**src/locc_pkg.sv**
```systemverilog
// Shared types and constants for the lock order cycle checker.
package locc_pkg;

  localparam int ID_W   = 4;   // lock_id, edge_from, edge_to
  localparam int STAT_W = 3;
  localparam int MAX_OUT = 16; // cap on results for one deadlock report
  localparam int K_W    = 5;

  typedef enum logic {
    FN_ACQUIRE = 1'b0,
    FN_RELEASE = 1'b1
  } func_t;

  typedef enum logic [STAT_W-1:0] {
    ST_OK           = 3'd0,
    ST_DEADLOCK     = 3'd1,
    ST_POP_EMPTY    = 3'd2,
    ST_POP_MISMATCH = 3'd3,
    ST_FULL         = 3'd4,
    ST_HALTED       = 3'd5
  } status_t;

  typedef enum logic [3:0] {
    S_IDLE,
    S_TOP,
    S_EROW,
    S_PUSH,
    S_ROOT,
    S_LOADROW,
    S_SCAN,
    S_POP,
    S_REP0,
    S_PRD,
    S_PWAIT,
    S_PEMIT,
    S_EMIT
  } state_t;

endpackage

```
**src/locc_if.sv**
```systemverilog
// Request and response channel interfaces.
interface locc_req_if import locc_pkg::*; ();
  logic            valid;
  logic            ready;
  logic            func;
  logic [ID_W-1:0] lock_id;

  modport source (output valid, func, lock_id, input ready);
  modport sink   (input valid, func, lock_id, output ready);
endinterface

interface locc_rsp_if import locc_pkg::*; ();
  logic              valid;
  logic              ready;
  logic [STAT_W-1:0] status;
  logic [ID_W-1:0]   edge_from;
  logic [ID_W-1:0]   edge_to;
  logic              last;

  modport source (output valid, status, edge_from, edge_to, last, input ready);
  modport sink   (input valid, status, edge_from, edge_to, last, output ready);
endinterface

```
**src/locc_ram.sv**
```systemverilog
// Generic single-write, single-read RAM with registered read data.
module locc_ram #(
  parameter int WIDTH = 8,
  parameter int DEPTH = 16
) (
  input  logic                     clk,
  input  logic                     we,
  input  logic [$clog2(DEPTH)-1:0] waddr,
  input  logic [WIDTH-1:0]         wdata,
  input  logic [$clog2(DEPTH)-1:0] raddr,
  output logic [WIDTH-1:0]         rdata
);

  logic [WIDTH-1:0] mem [DEPTH];

  always_ff @(posedge clk) begin
    if (we) begin
      mem[waddr] <= wdata;
    end
    rdata <= mem[raddr];
  end

endmodule

```
**src/lock_order_cycle_checker_core.sv**
```systemverilog
// Lock order checker: held-lock stack, lock-order edge matrix, DFS cycle search.
// A release, or an acquire of a repeated lock or a known edge, gives its result without a search.
// An acquire that adds a new edge runs a DFS over the edge RAM, one edge check per cycle while scanning a row.
// It reports up to MAX_OUT cycle edges, one result at a time, waiting while the output register is not free.
// One item at a time; the next item is taken once the last result is in the output register.
// Synchronous reset clears the edge row valid bits, known mask, held count and halt flag.
module lock_order_cycle_checker_core import locc_pkg::*; #(
  parameter int NUM_LOCKS   = 16,
  parameter int STACK_DEPTH = 16
) (
  input  logic        clk,
  input  logic        rst,
  locc_req_if.sink    req,
  locc_rsp_if.source  rsp
);

  localparam int LW = $clog2(NUM_LOCKS);
  localparam int CW = $clog2(NUM_LOCKS + 1);
  localparam int SW = $clog2(STACK_DEPTH);
  localparam int HW = $clog2(STACK_DEPTH + 1);
  localparam int FW = LW + CW + NUM_LOCKS;

  state_t state, state_next;

  logic                 func_q;
  logic [ID_W-1:0]      id_q;
  logic                 halted;
  logic [NUM_LOCKS-1:0] known;
  logic [NUM_LOCKS-1:0] visited;
  logic [NUM_LOCKS-1:0] done_m;
  logic [NUM_LOCKS-1:0] row_valid;
  logic [HW-1:0]        held_count;
  logic [LW-1:0]        prev_q;
  logic [NUM_LOCKS-1:0] row_q;
  logic [LW-1:0]        here_q;
  logic [CW-1:0]        c_q;
  logic [CW-1:0]        sp_q;
  logic [CW-1:0]        root_q;
  logic [LW-1:0]        there_q;
  logic [LW-1:0]        now_q;
  logic [LW-1:0]        p_q;
  logic [K_W-1:0]       k_q;
  status_t              st_q;

  // RAM ports
  logic                 hs_we;
  logic [SW-1:0]        hs_waddr, hs_raddr;
  logic [LW-1:0]        hs_rdata;
  logic                 er_we;
  logic [LW-1:0]        er_raddr, er_raddr_q;
  logic [NUM_LOCKS-1:0] er_wdata, er_rdata;
  logic                 wk_we;
  logic [LW-1:0]        wk_waddr, wk_raddr;
  logic [FW-1:0]        wk_wdata, wk_rdata;
  logic [LW-1:0]        par_rdata;

  logic                 accept, in_range, slot_free, rsp_load;
  logic [LW-1:0]        idl, c_idx, root_idx;
  logic [NUM_LOCKS-1:0] edge_row;
  logic                 c_end, root_end, row_bit, root_new, rep0_last, pemit_last;

  assign accept    = req.valid && req.ready;
  assign in_range  = {{(32-ID_W){1'b0}}, req.lock_id} < 32'(NUM_LOCKS);
  assign slot_free = !rsp.valid || rsp.ready;
  assign rsp_load  = slot_free && (state == S_REP0 || state == S_PEMIT || state == S_EMIT);
  assign idl       = LW'(id_q);
  assign c_idx     = c_q[LW-1:0];
  assign root_idx  = root_q[LW-1:0];
  assign c_end     = (c_q == CW'(NUM_LOCKS));
  assign root_end  = (root_q == CW'(NUM_LOCKS));
  assign row_bit   = row_q[c_idx];
  assign root_new  = known[root_idx] && !visited[root_idx];
  assign edge_row  = row_valid[er_raddr_q] ? er_rdata : '0;
  assign rep0_last = (here_q == there_q);
  assign pemit_last = (k_q == K_W'(MAX_OUT - 1)) || (p_q == there_q);

  locc_ram #(.WIDTH(LW), .DEPTH(STACK_DEPTH)) u_held (
    .clk, .we(hs_we), .waddr(hs_waddr), .wdata(idl), .raddr(hs_raddr), .rdata(hs_rdata)
  );
  locc_ram #(.WIDTH(NUM_LOCKS), .DEPTH(NUM_LOCKS)) u_edges (
    .clk, .we(er_we), .waddr(prev_q), .wdata(er_wdata), .raddr(er_raddr), .rdata(er_rdata)
  );
  locc_ram #(.WIDTH(FW), .DEPTH(NUM_LOCKS)) u_walk (
    .clk, .we(wk_we), .waddr(wk_waddr), .wdata(wk_wdata), .raddr(wk_raddr), .rdata(wk_rdata)
  );
  locc_ram #(.WIDTH(LW), .DEPTH(NUM_LOCKS)) u_parent (
    .clk, .we(wk_we), .waddr(c_idx), .wdata(here_q), .raddr(now_q), .rdata(par_rdata)
  );

  // next state
  always_comb begin
    state_next = state;
    unique case (state)
      S_IDLE: begin
        if (req.valid) begin
          if (halted || !in_range) begin
            state_next = S_EMIT;
          end else if (req.func == FN_ACQUIRE) begin
            state_next = (held_count != '0) ? S_TOP : S_PUSH;
          end else begin
            state_next = (held_count != '0) ? S_TOP : S_EMIT;
          end
        end
      end
      S_TOP: begin
        if (func_q == FN_RELEASE) begin
          state_next = S_EMIT;
        end else begin
          state_next = (hs_rdata == idl) ? S_PUSH : S_EROW;
        end
      end
      S_EROW:    state_next = edge_row[idl] ? S_PUSH : S_ROOT;
      S_PUSH:    state_next = S_EMIT;
      S_ROOT: begin
        if (root_end) begin
          state_next = S_PUSH;
        end else if (root_new) begin
          state_next = S_LOADROW;
        end
      end
      S_LOADROW: state_next = S_SCAN;
      S_SCAN: begin
        if (c_end) begin
          state_next = (sp_q == '0) ? S_ROOT : S_POP;
        end else if (row_bit && !visited[c_idx]) begin
          state_next = S_LOADROW;
        end else if (row_bit && !done_m[c_idx]) begin
          state_next = S_REP0;
        end
      end
      S_POP:     state_next = S_SCAN;
      S_REP0: begin
        if (slot_free) begin
          state_next = rep0_last ? S_IDLE : S_PRD;
        end
      end
      S_PRD:     state_next = S_PWAIT;
      S_PWAIT:   state_next = S_PEMIT;
      S_PEMIT: begin
        if (slot_free) begin
          state_next = pemit_last ? S_IDLE : S_PRD;
        end
      end
      S_EMIT: begin
        if (slot_free) begin
          state_next = S_IDLE;
        end
      end
      default:   state_next = S_IDLE;
    endcase
  end

  // handshake and RAM controls
  always_comb begin
    req.ready = (state == S_IDLE);
    hs_raddr  = SW'(held_count - HW'(1));
    hs_we     = (state == S_PUSH) && (held_count != HW'(STACK_DEPTH));
    hs_waddr  = held_count[SW-1:0];
    er_we     = (state == S_EROW) && !edge_row[idl];
    er_wdata  = edge_row | (NUM_LOCKS'(1) << idl);
    unique case (state)
      S_TOP:   er_raddr = hs_rdata;
      S_ROOT:  er_raddr = root_idx;
      S_SCAN:  er_raddr = c_idx;
      default: er_raddr = prev_q;
    endcase
    wk_we    = (state == S_SCAN) && !c_end && row_bit && !visited[c_idx];
    wk_waddr = sp_q[LW-1:0];
    wk_wdata = {here_q, c_q + CW'(1), row_q};
    wk_raddr = LW'(sp_q - CW'(1));
  end

  always_ff @(posedge clk) begin
    er_raddr_q <= er_raddr;
    if (rst) begin
      state      <= S_IDLE;
      halted     <= 1'b0;
      known      <= '0;
      visited    <= '0;
      done_m     <= '0;
      row_valid  <= '0;
      held_count <= '0;
      sp_q       <= '0;
      rsp.valid  <= 1'b0;
    end else begin
      state <= state_next;
      if (rsp_load) begin
        rsp.valid <= 1'b1;
      end else if (rsp.ready) begin
        rsp.valid <= 1'b0;
      end
      unique case (state)
        S_IDLE: begin
          if (accept) begin
            func_q <= req.func;
            id_q   <= req.lock_id;
            if (halted) begin
              st_q <= ST_HALTED;
            end else if (!in_range) begin
              st_q <= ST_OK;
            end else if (req.func == FN_ACQUIRE) begin
              known[LW'(req.lock_id)] <= 1'b1;
            end else if (held_count == '0) begin
              st_q   <= ST_POP_EMPTY;
              halted <= 1'b1;
            end
          end
        end
        S_TOP: begin
          prev_q <= hs_rdata;
          if (func_q == FN_RELEASE) begin
            if (hs_rdata != idl) begin
              st_q   <= ST_POP_MISMATCH;
              halted <= 1'b1;
            end else begin
              held_count <= held_count - HW'(1);
              st_q       <= ST_OK;
            end
          end
        end
        S_EROW: begin
          if (!edge_row[idl]) begin
            row_valid[prev_q] <= 1'b1;
            visited <= '0;
            done_m  <= '0;
            root_q  <= '0;
          end
        end
        S_PUSH: begin
          if (held_count == HW'(STACK_DEPTH)) begin
            st_q   <= ST_FULL;
            halted <= 1'b1;
          end else begin
            held_count <= held_count + HW'(1);
            st_q       <= ST_OK;
          end
        end
        S_ROOT: begin
          if (!root_end) begin
            root_q <= root_q + CW'(1);
            if (root_new) begin
              visited[root_idx] <= 1'b1;
              here_q <= root_idx;
              c_q    <= '0;
              sp_q   <= '0;
            end
          end
        end
        S_LOADROW: row_q <= edge_row;
        S_SCAN: begin
          if (c_end) begin
            done_m[here_q] <= 1'b1;
            if (sp_q != '0) begin
              sp_q <= sp_q - CW'(1);
            end
          end else if (row_bit && !visited[c_idx]) begin
            // descend: parent frame saved to walk RAM
            sp_q <= sp_q + CW'(1);
            visited[c_idx] <= 1'b1;
            here_q <= c_idx;
            c_q    <= '0;
          end else if (row_bit && !done_m[c_idx]) begin
            there_q <= c_idx;
          end else begin
            c_q <= c_q + CW'(1);
          end
        end
        S_POP: {here_q, c_q, row_q} <= wk_rdata;
        S_REP0: begin
          if (slot_free) begin
            rsp.status    <= ST_DEADLOCK;
            rsp.edge_from <= ID_W'(here_q);
            rsp.edge_to   <= ID_W'(there_q);
            rsp.last      <= rep0_last;
            now_q <= here_q;
            k_q   <= K_W'(1);
            if (rep0_last) begin
              halted <= 1'b1;
            end
          end
        end
        S_PRD: ;
        S_PWAIT: p_q <= par_rdata;
        S_PEMIT: begin
          if (slot_free) begin
            rsp.status    <= ST_DEADLOCK;
            rsp.edge_from <= ID_W'(p_q);
            rsp.edge_to   <= ID_W'(now_q);
            rsp.last      <= pemit_last;
            now_q <= p_q;
            k_q   <= k_q + K_W'(1);
            if (pemit_last) begin
              halted <= 1'b1;
            end
          end
        end
        S_EMIT: begin
          if (slot_free) begin
            rsp.status    <= st_q;
            rsp.edge_from <= '0;
            rsp.edge_to   <= '0;
            rsp.last      <= 1'b1;
          end
        end
        default: ;
      endcase
    end
  end

  a_count_bound: assert property (@(posedge clk) disable iff (rst)
    held_count <= HW'(STACK_DEPTH))
    else $error("held count beyond stack depth");

  a_walk_depth: assert property (@(posedge clk) disable iff (rst)
    sp_q < CW'(NUM_LOCKS) || state == S_IDLE)
    else $error("walk stack overflow");

  a_scan_visited: assert property (@(posedge clk) disable iff (rst)
    state == S_SCAN |-> visited[here_q])
    else $error("scanning an unvisited node");

  a_halt_reply: assert property (@(posedge clk) disable iff (rst)
    (state == S_IDLE && req.valid && halted) |=> (state == S_EMIT && st_q == ST_HALTED))
    else $error("halted block did not answer halted");

  a_single_last: assert property (@(posedge clk) disable iff (rst)
    (rsp.valid && rsp.status != ST_DEADLOCK) |-> rsp.last)
    else $error("non-deadlock result without last");

endmodule
```
**src/flat_wrapper.sv**
```systemverilog
// flat-port wrapper written by rule: the top's interface ports become plain ports
module lock_order_cycle_checker_core_flat import locc_pkg::*;
#(
  parameter int NUM_LOCKS   = 16,
  parameter int STACK_DEPTH = 16
)
  (clk, rst, req_valid, req_func, req_lock_id, req_ready, rsp_valid, rsp_status, rsp_edge_from, rsp_edge_to, rsp_last, rsp_ready);
  locc_req_if req_i ();
  locc_rsp_if rsp_i ();
  input  logic clk;
  input  logic rst;
  input wire logic [$bits(req_i.valid)-1:0] req_valid;
  input wire logic [$bits(req_i.func)-1:0] req_func;
  input wire logic [$bits(req_i.lock_id)-1:0] req_lock_id;
  output wire logic [$bits(req_i.ready)-1:0] req_ready;
  output wire logic [$bits(rsp_i.valid)-1:0] rsp_valid;
  output wire logic [$bits(rsp_i.status)-1:0] rsp_status;
  output wire logic [$bits(rsp_i.edge_from)-1:0] rsp_edge_from;
  output wire logic [$bits(rsp_i.edge_to)-1:0] rsp_edge_to;
  output wire logic [$bits(rsp_i.last)-1:0] rsp_last;
  input wire logic [$bits(rsp_i.ready)-1:0] rsp_ready;
  assign req_i.valid = req_valid;
  assign req_i.func = req_func;
  assign req_i.lock_id = req_lock_id;
  assign req_ready = req_i.ready;
  assign rsp_valid = rsp_i.valid;
  assign rsp_status = rsp_i.status;
  assign rsp_edge_from = rsp_i.edge_from;
  assign rsp_edge_to = rsp_i.edge_to;
  assign rsp_last = rsp_i.last;
  assign rsp_i.ready = rsp_ready;
  lock_order_cycle_checker_core #(.NUM_LOCKS(NUM_LOCKS), .STACK_DEPTH(STACK_DEPTH)) u_core (.clk(clk), .rst(rst), .req(req_i), .rsp(rsp_i));
endmodule
```
**config.mk**
```make
export PLATFORM = sky130hd
export DESIGN_NAME = lock_order_cycle_checker_core_flat
export DESIGN_NICKNAME = d
export VERILOG_FILES = /design/src/locc_pkg.sv /design/src/locc_if.sv /design/src/locc_ram.sv /design/src/lock_order_cycle_checker_core.sv /design/src/flat_wrapper.sv
export SDC_FILE = /design/constraint.sdc
export NUM_CORES = 1
export LEC_CHECK = 0
export ABC_AREA = 0
export BUFFER_PORTS_ARGS = -buffer_cell sky130_fd_sc_hd__buf_2
export CORE_UTILIZATION = 60
export CTS_CLUSTER_DIAMETER = 50
export DETAILED_ROUTE_END_ITERATION = 6
export PLACE_DENSITY = 0.76
export SYNTH_ARGS = -nofsm -noshare
export SYNTH_HDL_FRONTEND = slang
export SYNTH_SLANG_ARGS = --single-unit
```
**constraint.sdc**
```tcl
create_clock -name clk -period 10.4 [get_ports clk]
set_input_delay 0 -clock clk [delete_from_list [all_inputs] [get_ports clk]]
set_output_delay 0 -clock clk [all_outputs]
set_load 0.03 [all_outputs]
```
==> out/metrics.csv <==
stage,metric,value,unit
finish,Area Overhead vs Synth,11.97,%
die,full die area,66800,sq um
clock_tree,clock root buffer,clkbuf_16,
sta,setup_tns,0,ps
worst_setup_path,worst setup path end,u_core.u_walk.mem[1][19],
die,CORE AREA,64700,sq um
worst_setup_path,Worst Setup End Kind,register,
worst_setup_path,CP bufs+invs,3,
place,DP Area,40660,sq um
synthesis,Synth Instances,2458,
detailed_routing,via count,22910,
sta,"Period Utilization, post-route",49.51,%
detailed_routing,DR WL/cell,27.13,um
die,Rows,93,
global_route,GRT overflow,0,
synthesis,Post-synth top flop,edfxtp_1,
sta,max_slew headroom,20.72,%
synthesis,"count leader, synth",edfxtp_1,
synthesis,distinct cell type count after synthesis,73,
sta,clk_skew,47.00,ps
sta,worst slew pin tran,1186,ps
clock_tree,clk buf depth,3,
synthesis,largest cells by area after synthesis,"edfxtp_1 (65%), mux4_2 (10%), dfxtp_1 (6.7%), nand2_1 (3.5%), nand3_1 (1.3%)",
sta,Max Slew Vio Count,0,
detailed_routing,vias per cell,6.647,
place,hpwl dp,52280,um
finish,cell area after layout,44190,sq um
worst_setup_path,max incr delay on CP,870,ps
place,routability cong.,0.8984,
finish,antenna diode count,0,
worst_setup_path,"Data arrival, critical path",5500,ps
finish,share of cells above drive strength 1,17.79,%
worst_setup_path,crit path kind,reg -> reg,
global_route,first-pass GRT wire length,140500,um
finish,Nets,2534,
worst_setup_path,Worst Setup SP,u_core.c_q[0],
synthesis,post-synthesis sequential area ratio,71.81,%
detailed_routing,ANT nets after route,0,
worst_hold_path,HP Class,in -> reg,
sta,final worst path period need,5149,ps
global_route,vias in the first global route,22430,
job,max-cap check violation count,0,
detailed_routing,Post-Route WL,93500,um
clock_tree,Clock Sinks,988,
clock_tree,CTS tree,done,
power_and_ir_drop,Leak,14.54,nW
global_route,initial antenna violation count,2,
detailed_routing,Post-route DRC,1,
synthesis,"Async S/R FF share, synth",0,%
die,Die Y,258.5,um
synthesis,Commonest cells post-synth,"edfxtp_1 (855), nand2_1 (366), mux4_2 (175), dfxtp_1 (133), nor2_1 (103)",
worst_setup_path,crit start category,register,
synthesis,average size of a mapped cell,16.05,sq um
sta,Fmax,194.2,MHz
synthesis,Syn Nets,2487,
outcome,status,"complete, but fails checks",
clock_tree,H-tree levels,3,
power_and_ir_drop,Cell Pwr Density,225.0,nW/um^2
place,PortBufs,22,
worst_setup_path,R2R Setup Slk,5250,ps
synthesis,Post-synth EDFFs,855,
power_and_ir_drop,worst vdd ir,0.2085,mV
sta,Hold Fails Final Rpt,0,
worst_setup_path,CP max FO,18,
worst_setup_path,WP depth,8,
die,Top Ports,23,
worst_setup_path,crit path cell chain,"buf_4, inv_1, ha_1, and3_1, nor4_2, nand2_1, nor3_2, buf_4",
worst_setup_path,Worst Path Required,10750,ps
worst_setup_path,Reg2Reg Depth,8,
synthesis,mapped cell area,39460,sq um
worst_setup_path,cell mode on critical path,buf_4,
synthesis,#FFs+latches synth,988,
die,Initial Util,60.99,%
global_route,GRT Util Overall,28.24,%
die,die width,258.5,um
worst_setup_path,reg2reg start,u_core.c_q[0],
global_route,largest net degree at the start of global routing,82,
sta,RSZ-0062 raised after global routing,no,
sta,Final setup viols,0,
worst_setup_path,reg-to-reg endpoint,u_core.u_walk.mem[1][19],
synthesis,YS warnings,0,
detailed_routing,drt pass-1 iters,7,
clock_tree,CTS Buf Count,102,
clock_tree,Worst-path clk slew,60,ps
worst_setup_path,CP top delay family,simple AND/OR/NAND/NOR gates,
clock_tree,later-pin clock latency in the skew report,700,ps
outcome,failing checks,DRC,
synthesis,dominant cell type by area after synthesis,edfxtp_1,
detailed_routing,initial DRC count,2810,
worst_setup_path,CP max stage cell,nor3_2,
clock_tree,setup bufs post-CTS,0,
synthesis,post-synth top area share,65.06,%
[how the worst min path moves through the flow]
stage | cells after the start | start | slack (ps) | to
after floorplan | 0 | req_func | 100 | u_core.func_q
after global placement | 1 | req_func | 240 | u_core.func_q
after detailed placement | 1 | req_func | 240 | u_core.func_q
after CTS | 2 | req_func | 110 | u_core.func_q
after global routing | 2 | req_func | 140 | u_core.func_q
final | 2 | req_func | 150 | u_core.func_q
[area by class of cell]
type,instances,area [sq um]
Multi-Input combinational cell,1296,10600
Timing Repair Buffer,90,643.1
Fill cell,4047,20510
Tap cell,855,1070
Clock inverter,49,610.6
Sequential cell,988,28340
Inverter,27,101.3
Clock buffer,142,2823
[metrics by stage]
stage	utilization, %	hold slack, ps	total power, mW	setup WS [ps]	cells
after floorplan	-	98.87	5.821	5943	2458
after global placement	62.85	244.5	6.243	5771	3247
after detailed placement	62.85	243.2	6.283	5430	3247
after CTS	68.30	106.1	9.946	5355	3447
after global routing	68.30	136.4	10.26	5050	3447
final	68.30	153.9	9.943	5251	3447
[layer usage]
metal | global-route usage [%] | share of wire (%) | vias to the layer above
met5 | 0 | 0.076 | -
met4 | 8.218 | 2.3 | 4
met3 | 5.272 | 9.3 | 174
met2 | 44.85 | 49 | 1378
met1 | 40.46 | 40 | 11660
li1 | - | - | 9702
[what timing repair did]
action / CTS / global route
setup endpoints to repair: 0 / 0
resized for setup: 0 / 0
hold endpoints to repair: 40 / 0
hold buffers: 9 / 0
[placed cells by master, fill, tap and decap left out, types with 32 or more instances in the layout]
cell	Yosys	routed
a21oi_1	37	37
a31oi_1	46	46
dfxtp_1	133	132
clkbuf_16	0	102
mux4_2	175	175
and3_1	63	63
nor2_1	103	86
edfxtp_1	855	855
nand3_1	102	102
buf_4	1	59
nand2_1	366	366
o21ai_0	41	41
a311oi_1	32	32
[sequential cells by signal, summed over array words and instances, names as in the netlist, 5 cells and up]
register / cells
u_core.u_walk.rdata: 25
u_core.held_count: 5
u_core.u_parent.mem: 64
u_core.u_held.mem: 64
u_core.row_valid: 16
u_core.u_edges.rdata: 16
u_core.u_edges.mem: 256
u_core.visited: 16
u_core.known: 16
u_core.u_walk.mem: 400
u_core.root_q: 5
u_core.k_q: 5
u_core.done_m: 16
u_core.sp_q: 5
u_core.row_q: 16
u_core.c_q: 5
[worst reg2reg max path: cells and delay by family (launching register included)]
| kind | cells | cell delay, ps |
|---|---|---|
| and+or+nand+nor | 4 | 2540 |
| buffers and inverters | 3 | 1030 |
| DFF | 1 | 780 |
| adders and majority gates | 1 | 470 |
[power breakdown]
part           internal (mW)  switching (mW)  leakage (nW)
clock                   2.15            1.55          1.66
sequential              4.49           0.165          8.90
combinational          0.567            1.03          3.98
[cell families after synthesis]
group | Yosys count | share of synthesized area, %
flip-flops | 988 | 71.81
AND/OR/NAND/NOR | 758 | 8.802
AO/OA/AOI/OAI | 288 | 5.190
multiplexers | 201 | 11.11
buffers and inverters | 174 | 1.814
XOR/XNOR | 29 | 0.6437
adder cells (fa/ha/maj) | 20 | 0.6341
(Power assumes the default switching activity.)
